[src/rtl/rtp_pkg.sv]
// package for the ringtone text parser: types, character codes and helper functions
package rtp_pkg;

   // song sections
   typedef enum logic [1:0] {
      SEC_NAME = 2'd0,
      SEC_CTRL = 2'd1,
      SEC_TONE = 2'd2
   } section_type;

   // control entry key
   typedef enum logic [1:0] {
      KEY_NONE     = 2'd0,
      KEY_DURATION = 2'd1,
      KEY_OCTAVE   = 2'd2,
      KEY_TEMPO    = 2'd3
   } key_type;

   // control entry progress
   typedef enum logic [1:0] {
      CP_START = 2'd0,
      CP_KEY   = 2'd1,
      CP_VALUE = 2'd2,
      CP_SKIP  = 2'd3
   } ctrl_phase_type;

   // tone progress
   typedef enum logic [2:0] {
      TP_DUR        = 3'd0,
      TP_EXP_NOTE   = 3'd1,
      TP_AFTER_NOTE = 3'd2,
      TP_EXP_OCT    = 3'd3,
      TP_OCT        = 3'd4,
      TP_SKIP       = 3'd5
   } tone_phase_type;

   // one result item
   typedef struct packed {
      logic [7:0] duration;
      logic       dotted;
      logic [3:0] note_code;
      logic [3:0] octave;
      logic [9:0] tempo;
      logic       song_end;
   } record_type;

   // character codes
   localparam logic [7:0] CHR_SPACE = 8'h20;
   localparam logic [7:0] CHR_TAB   = 8'h09;
   localparam logic [7:0] CHR_CR    = 8'h0D;
   localparam logic [7:0] CHR_ZERO  = 8'h30;
   localparam logic [7:0] CHR_NINE  = 8'h39;
   localparam logic [7:0] CHR_COLON = 8'h3A;
   localparam logic [7:0] CHR_COMMA = 8'h2C;
   localparam logic [7:0] CHR_DOT   = 8'h2E;
   localparam logic [7:0] CHR_HASH  = 8'h23;
   localparam logic [7:0] CHR_EQUAL = 8'h3D;
   localparam logic [7:0] CHR_LC_D  = 8'h64;
   localparam logic [7:0] CHR_LC_O  = 8'h6F;
   localparam logic [7:0] CHR_LC_B  = 8'h62;
   localparam logic [7:0] CHR_P     = 8'h50;
   localparam logic [7:0] CHR_A     = 8'h41;
   localparam logic [7:0] CHR_B     = 8'h42;
   localparam logic [7:0] CHR_C     = 8'h43;
   localparam logic [7:0] CHR_D     = 8'h44;
   localparam logic [7:0] CHR_E     = 8'h45;
   localparam logic [7:0] CHR_F     = 8'h46;
   localparam logic [7:0] CHR_G     = 8'h47;

   // note codes
   localparam logic [3:0] NOTE_PAUSE = 4'd0;
   localparam logic [3:0] NOTE_C     = 4'd1;
   localparam logic [3:0] NOTE_D     = 4'd3;
   localparam logic [3:0] NOTE_E     = 4'd5;
   localparam logic [3:0] NOTE_F     = 4'd6;
   localparam logic [3:0] NOTE_G     = 4'd8;
   localparam logic [3:0] NOTE_A     = 4'd10;
   localparam logic [3:0] NOTE_B     = 4'd12;
   localparam logic [3:0] NOTE_BAD   = 4'd13;

   // defaults after reset and saturation limits
   localparam logic [7:0]  DEF_DURATION = 8'd4;
   localparam logic [3:0]  DEF_OCTAVE   = 4'd6;
   localparam logic [9:0]  DEF_TEMPO    = 10'd63;
   localparam logic [13:0] CTRL_MAX     = 14'd1023;
   localparam logic [11:0] DUR_MAX      = 12'd255;
   localparam logic [7:0]  OCT_MAX      = 8'd15;

   // whitespace: space, tab, lf, vt, ff, cr
   function automatic logic is_space(input logic [7:0] c);
      return (c == CHR_SPACE) || ((c >= CHR_TAB) && (c <= CHR_CR));
   endfunction

   function automatic logic is_digit(input logic [7:0] c);
      return (c >= CHR_ZERO) && (c <= CHR_NINE);
   endfunction

   // note letter to semitone code
   function automatic logic [3:0] note_of(input logic [7:0] c);
      logic [3:0] n;
      case (c)
         CHR_P:   n = NOTE_PAUSE;
         CHR_C:   n = NOTE_C;
         CHR_D:   n = NOTE_D;
         CHR_E:   n = NOTE_E;
         CHR_F:   n = NOTE_F;
         CHR_G:   n = NOTE_G;
         CHR_A:   n = NOTE_A;
         CHR_B:   n = NOTE_B;
         default: n = NOTE_BAD;
      endcase
      return n;
   endfunction

   // sharp raises only the notes that have one
   function automatic logic [3:0] sharp_of(input logic [3:0] n);
      logic [3:0] r;
      if ((n == NOTE_C) || (n == NOTE_D) || (n == NOTE_F) || (n == NOTE_G) || (n == NOTE_A)) begin
         r = n + 4'd1;
      end else begin
         r = NOTE_BAD;
      end
      return r;
   endfunction

endpackage

[src/rtl/ringtone_text_parser_top.sv]
// top level of the ringtone text parser: character decoder and result register
// a record is registered and is on the result ports in the cycle after the item that completes it
// throughput: one text byte per cycle; all parsing is a single pass of logic per byte
// the result register decouples the sides, so input is stalled only while a record waits
// reset: synchronous, active high; returns to the name section with default duration 4,
// octave 6 and tempo 63, and empties the result register
module ringtone_text_parser_top (
   input  logic       clock,
   input  logic       reset,
   input  logic       req_valid,
   output logic       req_ready,
   input  logic [7:0] req_character,
   input  logic       req_end_of_text,
   output logic       rsp_valid,
   input  logic       rsp_ready,
   output logic [7:0] rsp_duration,
   output logic       rsp_dotted,
   output logic [3:0] rsp_note_code,
   output logic [3:0] rsp_octave,
   output logic [9:0] rsp_tempo,
   output logic       rsp_song_end
);
   import rtp_pkg::*;

   section_type    section_ff,      section_in;
   key_type        control_key_ff,  control_key_in;
   ctrl_phase_type control_phase_ff, control_phase_in;
   logic [9:0]     control_value_ff, control_value_in;
   logic [7:0]     def_duration_ff, def_duration_in;
   logic [3:0]     def_octave_ff,   def_octave_in;
   logic [9:0]     def_tempo_ff,    def_tempo_in;
   tone_phase_type tone_phase_ff,   tone_phase_in;
   logic [8:0]     tone_duration_ff, tone_duration_in;
   logic           tone_dot_ff,     tone_dot_in;
   logic [3:0]     tone_note_ff,    tone_note_in;
   logic [4:0]     tone_octave_ff,  tone_octave_in;

   logic           rsp_valid_ff, rsp_valid_in;
   record_type     rsp_rec_ff, rsp_rec_in;

   logic           accept;
   logic           emit_comma;
   logic           emit_end;
   logic [7:0]     c;
   logic [3:0]     digit;
   logic [13:0]    ctrl_acc;
   logic [9:0]     ctrl_sat;
   logic [11:0]    dur_acc;
   logic [7:0]     oct_acc;
   logic           cur_has_chars;
   record_type     rec_comma;
   record_type     rec_end;

   assign c         = req_character;
   assign digit     = req_character[3:0];
   assign req_ready = !rsp_valid_ff || rsp_ready;
   assign accept    = req_valid && req_ready;

   // decimal accumulators with saturation
   always_comb begin
      ctrl_acc = ({4'd0, control_value_ff} << 3) + ({4'd0, control_value_ff} << 1)
               + {10'd0, digit};
      ctrl_sat = (ctrl_acc > CTRL_MAX) ? CTRL_MAX[9:0] : ctrl_acc[9:0];
      dur_acc  = ({4'd0, tone_duration_ff[7:0]} << 3) + ({4'd0, tone_duration_ff[7:0]} << 1)
               + {8'd0, digit};
      oct_acc  = ({4'd0, tone_octave_ff[3:0]} << 3) + ({4'd0, tone_octave_ff[3:0]} << 1)
               + {4'd0, digit};
   end

   // next state for one accepted item
   always_comb begin
      section_in       = section_ff;
      control_key_in   = control_key_ff;
      control_phase_in = control_phase_ff;
      control_value_in = control_value_ff;
      def_duration_in  = def_duration_ff;
      def_octave_in    = def_octave_ff;
      def_tempo_in     = def_tempo_ff;
      tone_phase_in    = tone_phase_ff;
      tone_duration_in = tone_duration_ff;
      tone_dot_in      = tone_dot_ff;
      tone_note_in     = tone_note_ff;
      tone_octave_in   = tone_octave_ff;
      emit_comma       = 1'b0;

      if (!is_space(c)) begin
         case (section_ff)
            SEC_NAME: begin
               if (c == CHR_COLON) begin
                  section_in       = SEC_CTRL;
                  control_key_in   = KEY_NONE;
                  control_phase_in = CP_START;
                  control_value_in = 10'd0;
               end
            end
            SEC_CTRL: begin
               if (c == CHR_COLON) begin
                  section_in       = SEC_TONE;
                  tone_phase_in    = TP_DUR;
                  tone_duration_in = 9'd0;
                  tone_dot_in      = 1'b0;
                  tone_note_in     = 4'd0;
                  tone_octave_in   = 5'd0;
               end else if (c == CHR_COMMA) begin
                  control_key_in   = KEY_NONE;
                  control_phase_in = CP_START;
                  control_value_in = 10'd0;
               end else begin
                  case (control_phase_ff)
                     CP_START: begin
                        if (c == CHR_LC_D) begin
                           control_key_in   = KEY_DURATION;
                           control_phase_in = CP_KEY;
                        end else if (c == CHR_LC_O) begin
                           control_key_in   = KEY_OCTAVE;
                           control_phase_in = CP_KEY;
                        end else if (c == CHR_LC_B) begin
                           control_key_in   = KEY_TEMPO;
                           control_phase_in = CP_KEY;
                        end else begin
                           control_key_in   = KEY_NONE;
                           control_phase_in = CP_SKIP;
                        end
                     end
                     CP_KEY: begin
                        if (c == CHR_EQUAL) begin
                           control_value_in = 10'd0;
                           control_phase_in = CP_VALUE;
                           case (control_key_ff)
                              KEY_DURATION: def_duration_in = 8'd0;
                              KEY_OCTAVE:   def_octave_in   = 4'd0;
                              KEY_TEMPO:    def_tempo_in    = 10'd0;
                              default:      ;
                           endcase
                        end else begin
                           control_phase_in = CP_SKIP;
                        end
                     end
                     CP_VALUE: begin
                        if (is_digit(c)) begin
                           control_value_in = ctrl_sat;
                           case (control_key_ff)
                              KEY_DURATION: def_duration_in =
                                 (ctrl_sat > 10'd255) ? 8'd255 : ctrl_sat[7:0];
                              KEY_OCTAVE:   def_octave_in =
                                 (ctrl_sat > 10'd15) ? 4'd15 : ctrl_sat[3:0];
                              KEY_TEMPO:    def_tempo_in = ctrl_sat;
                              default:      ;
                           endcase
                        end else begin
                           control_phase_in = CP_SKIP;
                        end
                     end
                     default: ;
                  endcase
               end
            end
            SEC_TONE: begin
               if (c == CHR_COMMA) begin
                  emit_comma       = cur_has_chars;
                  tone_phase_in    = TP_DUR;
                  tone_duration_in = 9'd0;
                  tone_dot_in      = 1'b0;
                  tone_note_in     = 4'd0;
                  tone_octave_in   = 5'd0;
               end else if (c == CHR_DOT) begin
                  // a dot marks the tone and closes the field it stands in
                  tone_dot_in = 1'b1;
                  case (tone_phase_ff)
                     TP_DUR:        tone_phase_in = TP_EXP_NOTE;
                     TP_AFTER_NOTE: tone_phase_in = TP_EXP_OCT;
                     TP_OCT:        tone_phase_in = TP_SKIP;
                     default:       ;
                  endcase
               end else begin
                  case (tone_phase_ff)
                     TP_DUR: begin
                        if (is_digit(c)) begin
                           tone_duration_in = {1'b1,
                              (dur_acc > DUR_MAX) ? DUR_MAX[7:0] : dur_acc[7:0]};
                        end else begin
                           tone_note_in  = note_of(c);
                           tone_phase_in = TP_AFTER_NOTE;
                        end
                     end
                     TP_EXP_NOTE: begin
                        tone_note_in  = note_of(c);
                        tone_phase_in = TP_AFTER_NOTE;
                     end
                     TP_AFTER_NOTE, TP_EXP_OCT: begin
                        if ((tone_phase_ff == TP_AFTER_NOTE) && (c == CHR_HASH)) begin
                           tone_note_in  = sharp_of(tone_note_ff);
                           tone_phase_in = TP_EXP_OCT;
                        end else if (is_digit(c)) begin
                           tone_octave_in = {1'b1, digit};
                           tone_phase_in  = TP_OCT;
                        end else begin
                           tone_phase_in = TP_SKIP;
                        end
                     end
                     TP_OCT: begin
                        if (is_digit(c)) begin
                           tone_octave_in = {1'b1,
                              (oct_acc > OCT_MAX) ? OCT_MAX[3:0] : oct_acc[3:0]};
                        end else begin
                           tone_phase_in = TP_SKIP;
                        end
                     end
                     default: ;
                  endcase
               end
            end
            default: ;
         endcase
      end

      // end of text: flush the open tone as it stands after this byte
      emit_end = req_end_of_text && (section_in == SEC_TONE) && !emit_comma
               && ((tone_phase_in != TP_DUR) || tone_duration_in[8]);
      rec_end.duration  = tone_duration_in[8] ? tone_duration_in[7:0] : def_duration_in;
      rec_end.dotted    = tone_dot_in;
      rec_end.note_code = ((tone_phase_in == TP_DUR) || (tone_phase_in == TP_EXP_NOTE))
                        ? NOTE_BAD : tone_note_in;
      rec_end.octave    = tone_octave_in[4] ? tone_octave_in[3:0] : def_octave_in;
      rec_end.tempo     = def_tempo_in;
      rec_end.song_end  = 1'b1;

      // then back to the name section
      if (req_end_of_text) begin
         section_in       = SEC_NAME;
         control_key_in   = KEY_NONE;
         control_phase_in = CP_START;
         control_value_in = 10'd0;
         tone_phase_in    = TP_DUR;
         tone_duration_in = 9'd0;
         tone_dot_in      = 1'b0;
         tone_note_in     = 4'd0;
         tone_octave_in   = 5'd0;
      end
   end

   // tone occupancy before this byte
   assign cur_has_chars = (tone_phase_ff != TP_DUR) || tone_duration_ff[8];

   // record contents and result register next values
   always_comb begin
      rec_comma.duration  = tone_duration_ff[8] ? tone_duration_ff[7:0] : def_duration_ff;
      rec_comma.dotted    = tone_dot_ff;
      rec_comma.note_code = ((tone_phase_ff == TP_DUR) || (tone_phase_ff == TP_EXP_NOTE))
                          ? NOTE_BAD : tone_note_ff;
      rec_comma.octave    = tone_octave_ff[4] ? tone_octave_ff[3:0] : def_octave_ff;
      rec_comma.tempo     = def_tempo_ff;
      rec_comma.song_end  = 1'b0;

      rsp_rec_in   = emit_comma ? rec_comma : rec_end;
      rsp_valid_in = accept ? (emit_comma || emit_end) : (rsp_valid_ff && !rsp_ready);
   end

   // parser state
   always_ff @(posedge clock) begin
      if (reset) begin
         section_ff       <= SEC_NAME;
         control_key_ff   <= KEY_NONE;
         control_phase_ff <= CP_START;
         control_value_ff <= 10'd0;
         def_duration_ff  <= DEF_DURATION;
         def_octave_ff    <= DEF_OCTAVE;
         def_tempo_ff     <= DEF_TEMPO;
         tone_phase_ff    <= TP_DUR;
         tone_duration_ff <= 9'd0;
         tone_dot_ff      <= 1'b0;
         tone_note_ff     <= 4'd0;
         tone_octave_ff   <= 5'd0;
      end else if (accept) begin
         section_ff       <= section_in;
         control_key_ff   <= control_key_in;
         control_phase_ff <= control_phase_in;
         control_value_ff <= control_value_in;
         def_duration_ff  <= def_duration_in;
         def_octave_ff    <= def_octave_in;
         def_tempo_ff     <= def_tempo_in;
         tone_phase_ff    <= tone_phase_in;
         tone_duration_ff <= tone_duration_in;
         tone_dot_ff      <= tone_dot_in;
         tone_note_ff     <= tone_note_in;
         tone_octave_ff   <= tone_octave_in;
      end
   end

   // result register
   always_ff @(posedge clock) begin
      if (reset) begin
         rsp_valid_ff <= 1'b0;
      end else begin
         rsp_valid_ff <= rsp_valid_in;
      end
   end

   always_ff @(posedge clock) begin
      if (accept && (emit_comma || emit_end)) begin
         rsp_rec_ff <= rsp_rec_in;
      end
   end

   assign rsp_valid     = rsp_valid_ff;
   assign rsp_duration  = rsp_rec_ff.duration;
   assign rsp_dotted    = rsp_rec_ff.dotted;
   assign rsp_note_code = rsp_rec_ff.note_code;
   assign rsp_octave    = rsp_rec_ff.octave;
   assign rsp_tempo     = rsp_rec_ff.tempo;
   assign rsp_song_end  = rsp_rec_ff.song_end;

   // tone state is clear outside the tone section
   assert property (@(posedge clock) disable iff (reset)
      (section_ff != SEC_TONE) |-> ((tone_phase_ff == TP_DUR) && !tone_duration_ff[8]
         && !tone_dot_ff && !tone_octave_ff[4]))
      else $error("tone state left over outside tone section");

   // an entry start never carries a key
   assert property (@(posedge clock) disable iff (reset)
      (control_phase_ff == CP_START) |-> (control_key_ff == KEY_NONE))
      else $error("control key set at entry start");

   // end of text returns to the name section
   assert property (@(posedge clock) disable iff (reset)
      (accept && req_end_of_text) |=> (section_ff == SEC_NAME))
      else $error("end of text did not restart the song");

   // bytes in the name section never produce a record
   assert property (@(posedge clock) disable iff (reset)
      (accept && (section_ff == SEC_NAME)) |=> !rsp_valid_ff)
      else $error("record produced from name section");

   // records carry only defined note codes
   assert property (@(posedge clock) disable iff (reset)
      rsp_valid_ff |-> (rsp_rec_ff.note_code <= NOTE_BAD))
      else $error("note code out of range");

endmodule
[config.mk]
export PLATFORM = sky130hd
export DESIGN_NAME = ringtone_text_parser_top
export DESIGN_NICKNAME = d
export VERILOG_FILES = /design/src/rtl/rtp_pkg.sv /design/src/rtl/ringtone_text_parser_top.sv
export SDC_FILE = /design/constraint.sdc
export NUM_CORES = 1
export LEC_CHECK = 0
export ABC_AREA = 1
export BUFFER_PORTS_ARGS = -buffer_cell sky130_fd_sc_hd__buf_2
export CAP_MARGIN = 20
export CELL_PAD_IN_SITES_DETAIL_PLACEMENT = 1
export CELL_PAD_IN_SITES_GLOBAL_PLACEMENT = 2
export CORE_ASPECT_RATIO = 0.8
export CORE_MARGIN = 2
export CORE_UTILIZATION = 31
export CTS_BUF_LIST = sky130_fd_sc_hd__clkbuf_16
export DETAILED_ROUTE_END_ITERATION = 10
export PLACE_DENSITY = 0.84
export RECOVER_POWER = 50
export REMOVE_ABC_BUFFERS = 1
export SLEW_MARGIN = 20
export SYNTH_ARGS = -nofsm -noshare
export SYNTH_HDL_FRONTEND = slang
export SYNTH_SLANG_ARGS = --single-unit
[constraint.sdc]
create_clock -name clock -period 2.8 [get_ports clock]
set_clock_uncertainty 0.15 [all_clocks]
set_input_delay 0.14 -clock clock [delete_from_list [all_inputs] [get_ports clock]]
set_output_delay 0.14 -clock clock [all_outputs]
set_load 0.005 [all_outputs]
==> impl_metrics.yaml <==
status:
  status: "complete, but fails checks"
  violations: "negative setup slack"
sta:
  timing.final.ws_setup_ns: -0.401
  period_share_pct: 114
  setup_violations: 45
  drv_slew: 0
  hold_viol: 0
  slew_headroom_pct: 29.6
  fmax_mhz: 312
  fin_crit_ns: 3.20
  worstMarginPinSlew_ns: 1.06
  rsz0062_at_grt: "yes"
yosys:
  synth-adder-area-share_pct: 10.3
  synth_seq_cells: 89
  synth_xor_area_share_pct: 1.19
  synth-main-ff-cell: "dfxtp_1"
  synth_top_family_by_area: "simple AND/OR/NAND/NOR gates"
  synth_compound_area_share_pct: 17.0
  netlist_instances: 1144
  syn_area_per_cell_um2: 6.41
  yosysWarnings: 0
  yosysSeqAreaShare_pct: 28.1
  netlist_area_mm2: 0.00734
  synthArstFlopShare_pct: 0
  synthMuxAreaShare_pct: 0
  synth_edf_count: 28
  synth_cell_type_count: 50
  yosys.area_share.simple_pct: 33.1
placement:
  place_ws_ns: -0.578
  routabilityCongestion: 0.870
  dp_cells: 1574
  hpwl_um: 20600
  numPortBuffers: 42
clock_network:
  htree_levels: 3
  cts.path.max_buffers: 2
  cts_tree: "done"
  clock-root-buffer: "clkbuf_16"
  cts.sinks: 89
  insertion_delay_ns: 0.36
  cts.clk_slew.worst_paths_ns: 0.08
  numCtsBuffers: 9
drt:
  top_layer: "met4"
  drt_wl_total_um: 28000
  drc: 0
  routed-wl-met2_um: 12500
  drt_iter0_markers: 516
  postRouteAntennaNets: 0
  vias_per_cell: 5.09
  wl_per_cell_um: 17.4
  met1Wirelength_um: 14000
  dr.pass1.iters: 5
  wl_met3_um: 1240
  vias: 8193
floorplanning:
  die_x_um: 176
  start_util_pct: 31.4
  placementRows: 50
  core_area_mm2: 0.0233
  die-area_mm2: 0.0249
  die_h_um: 142
  io_pins: 43
pwr:
  p_int_uw: 2140
  switchingPower_uw: 862
  ir_drop_v: 0.000242
  totalPowerFinal_uw: 3000
  sw_frac_of_total_pct: 28.8
  leakagePower_uw: 0.00457
  p_per_area_mw_per_mm2: 304
  seqPwrFrac_pct: 45.6
  clkPwrFrac_pct: 43.2
  combinationalPowerShare_pct: 11.1
setup_path:
  cp.arrival_ns: 3.18
  critPathKind: "flip-flop to flip-flop"
  crit_required_ns: 2.78
  cpMostUsedCell: "nand2_1"
  cp_num_buf_inv: 3
  critPathSlowestCell: "dfxtp_2"
  cp-start-kind: "flip-flop"
  endpoint_kind: "flip-flop"
  crit_fanout: 6
  max_stage_delay_ns: 0.33
  path_cells: "buf_4 > ha_4 > ha_4 > buf_4 > nand2_1 > nand2_1 > nand2_1 > nand2_1 > nand2_1 > nand3_1 > nand2_1 > nand2_1 > nand2_4 > nor2_8 > nand3_4 > buf_6 > nor3_4 > o21ai_2 > nand2_1 > nand2_1 > nand2_1 > nand2_1"
  crit_family: "simple AND/OR/NAND/NOR gates"
global_route:
  grt_max_degree: 41
  overflow: 0
  track_usage_pct: 22.2
  grt_pass1_wl_um: 43500
  antenna_found_initial: 0
  grt_pass1_vias: 8083
cells_and_area:
  area_growth_pct: 34.5
  layout.cells.non_filler: 1611
  final_common_cell: "nand2_1"
  diodes: 0
  drive_gt1_share_pct: 27.3
  fin_nets: 1364
  final_cell_mix: "332 x nand2_1, 137 x inv_1, 115 x buf_4"
run:
  drv_cap: 0
hold_path:
  hold_class: "input pin to flip-flop"
## final cells by class
cell class	instances	area, um2
clock buffers	10	250
clock inverters	6	52.6
fillers	2979	13500
inverters	156	591
multi-input cells	862	5250
flip-flops and latches	89	2080
well taps	312	390
repair buffers	176	1260
## path summary, 6_finish.rpt
check	startpoint	slack, ns	end	cells past startpoint
max	control_value_ff[2]$_SDFFE_PP0P_	-0.40	rsp_duration[3]$_DFFE_PP_	22
min	req_character[4]	0.08	control_key_ff[0]$_SDFFE_PP0P_	4
max reg2reg	control_value_ff[2]$_SDFFE_PP0P_	-0.40	rsp_duration[3]$_DFFE_PP_	22
min reg2reg	tone_dot_ff$_SDFFE_PP0P_	0.32	tone_dot_ff$_SDFFE_PP0P_	2
## metal layers
layer	vias to the layer above	GRT usage (%)
met1	3974	32.4
met5	-	0
met4	0	4.96
li1	4035	-
met2	159	34.8
met3	25	2.87
## Yosys cell counts, drive strengths merged (2+ instances only)
cell	instances	area, um2
a22oi	6	45.0
a31oi	17	106
o21ai	100	508
clkbuf	27	103
a21boi	2	15.0
a21oi	86	430
nand3	64	360
xnor2	4	35.0
buf	10	62.6
edfxtp	28	841
ha	51	638
dfxtp	61	1220
inv	155	582
nand2	371	1420
fa	6	120
nand4	13	87.6
xor2	6	52.6
o31ai	2	15.0
nor3	23	130
o211ai	3	22.5
o21a	2	15.0
a211oi	2	15.0
nor2	90	404
o22ai	4	25.0
## sequential cells by signal (all words and copies together) (netlist names)
name and flops:
tone_duration_ff 9, rsp_octave 4, section_ff 2, rsp_note_code 4, rsp_valid 1, tone_note_ff 4, rsp_duration 8, control_value_ff 10
control_key_ff 2, rsp_dotted 1, rsp_song_end 1, rsp_tempo 10, def_duration_ff 8, def_tempo_ff 10, tone_phase_ff 3, control_phase_ff 2
def_octave_ff 4, tone_dot_ff 1, tone_octave_ff 5
## tightest hold or removal path, delay by kind of cell
| kind | cells | cell delay, ns |
|---|---|---|
| simple gates | 1 | 0.10 |
| buf+inv | 1 | 0.12 |
| compound gates | 2 | 0.18 |
## cells by family (layout without fill, tap and decap cells)
| logic type | Yosys count | in the layout |
|---|---|---|
| AOI/OAI and AO/OA | 230 | 230 |
| xor gates and xnor gates | 10 | 10 |
| adders and majority gates | 57 | 57 |
| buffers and inverters | 193 | 348 |
| DFF | 89 | 89 |
| and+or+nand+nor | 565 | 565 |
## repair_timing
item	in CTS	in global routing
setup buffers	6	14
setup endpoints to repair	57	93
hold buffers	1	0
hold endpoints to repair	1	0
pin swaps	18	45
gates resized for setup	68	128
## power by group through the flow
stage | registers (uW) | clock network (uW) | logic (uW)
2_1_floorplan | 1390 | 0 | 163
3_3_place_gp | 1400 | 0 | 293
3_5_place_dp | 1400 | 0 | 298
4_1_cts | 1370 | 1330 | 313
5_1_grt | 1370 | 1370 | 368
6_report | 1370 | 1300 | 334
## metrics by stage
stage	TNS [ns]	util (%)	area, um2	hold slack [ns]
global placement	-13.91	37.0	8630	0.303
CTS	-5.70	39.9	9310	0.0655
floorplan	-2.54	-	7170	0.0591
detailed placement	-16.78	37.0	8630	0.307
global route	-15.96	42.3	9870	0.117
finish	-8.59	42.3	9870	0.0797
No activity file was read; power rests on OpenSTA's default activity.
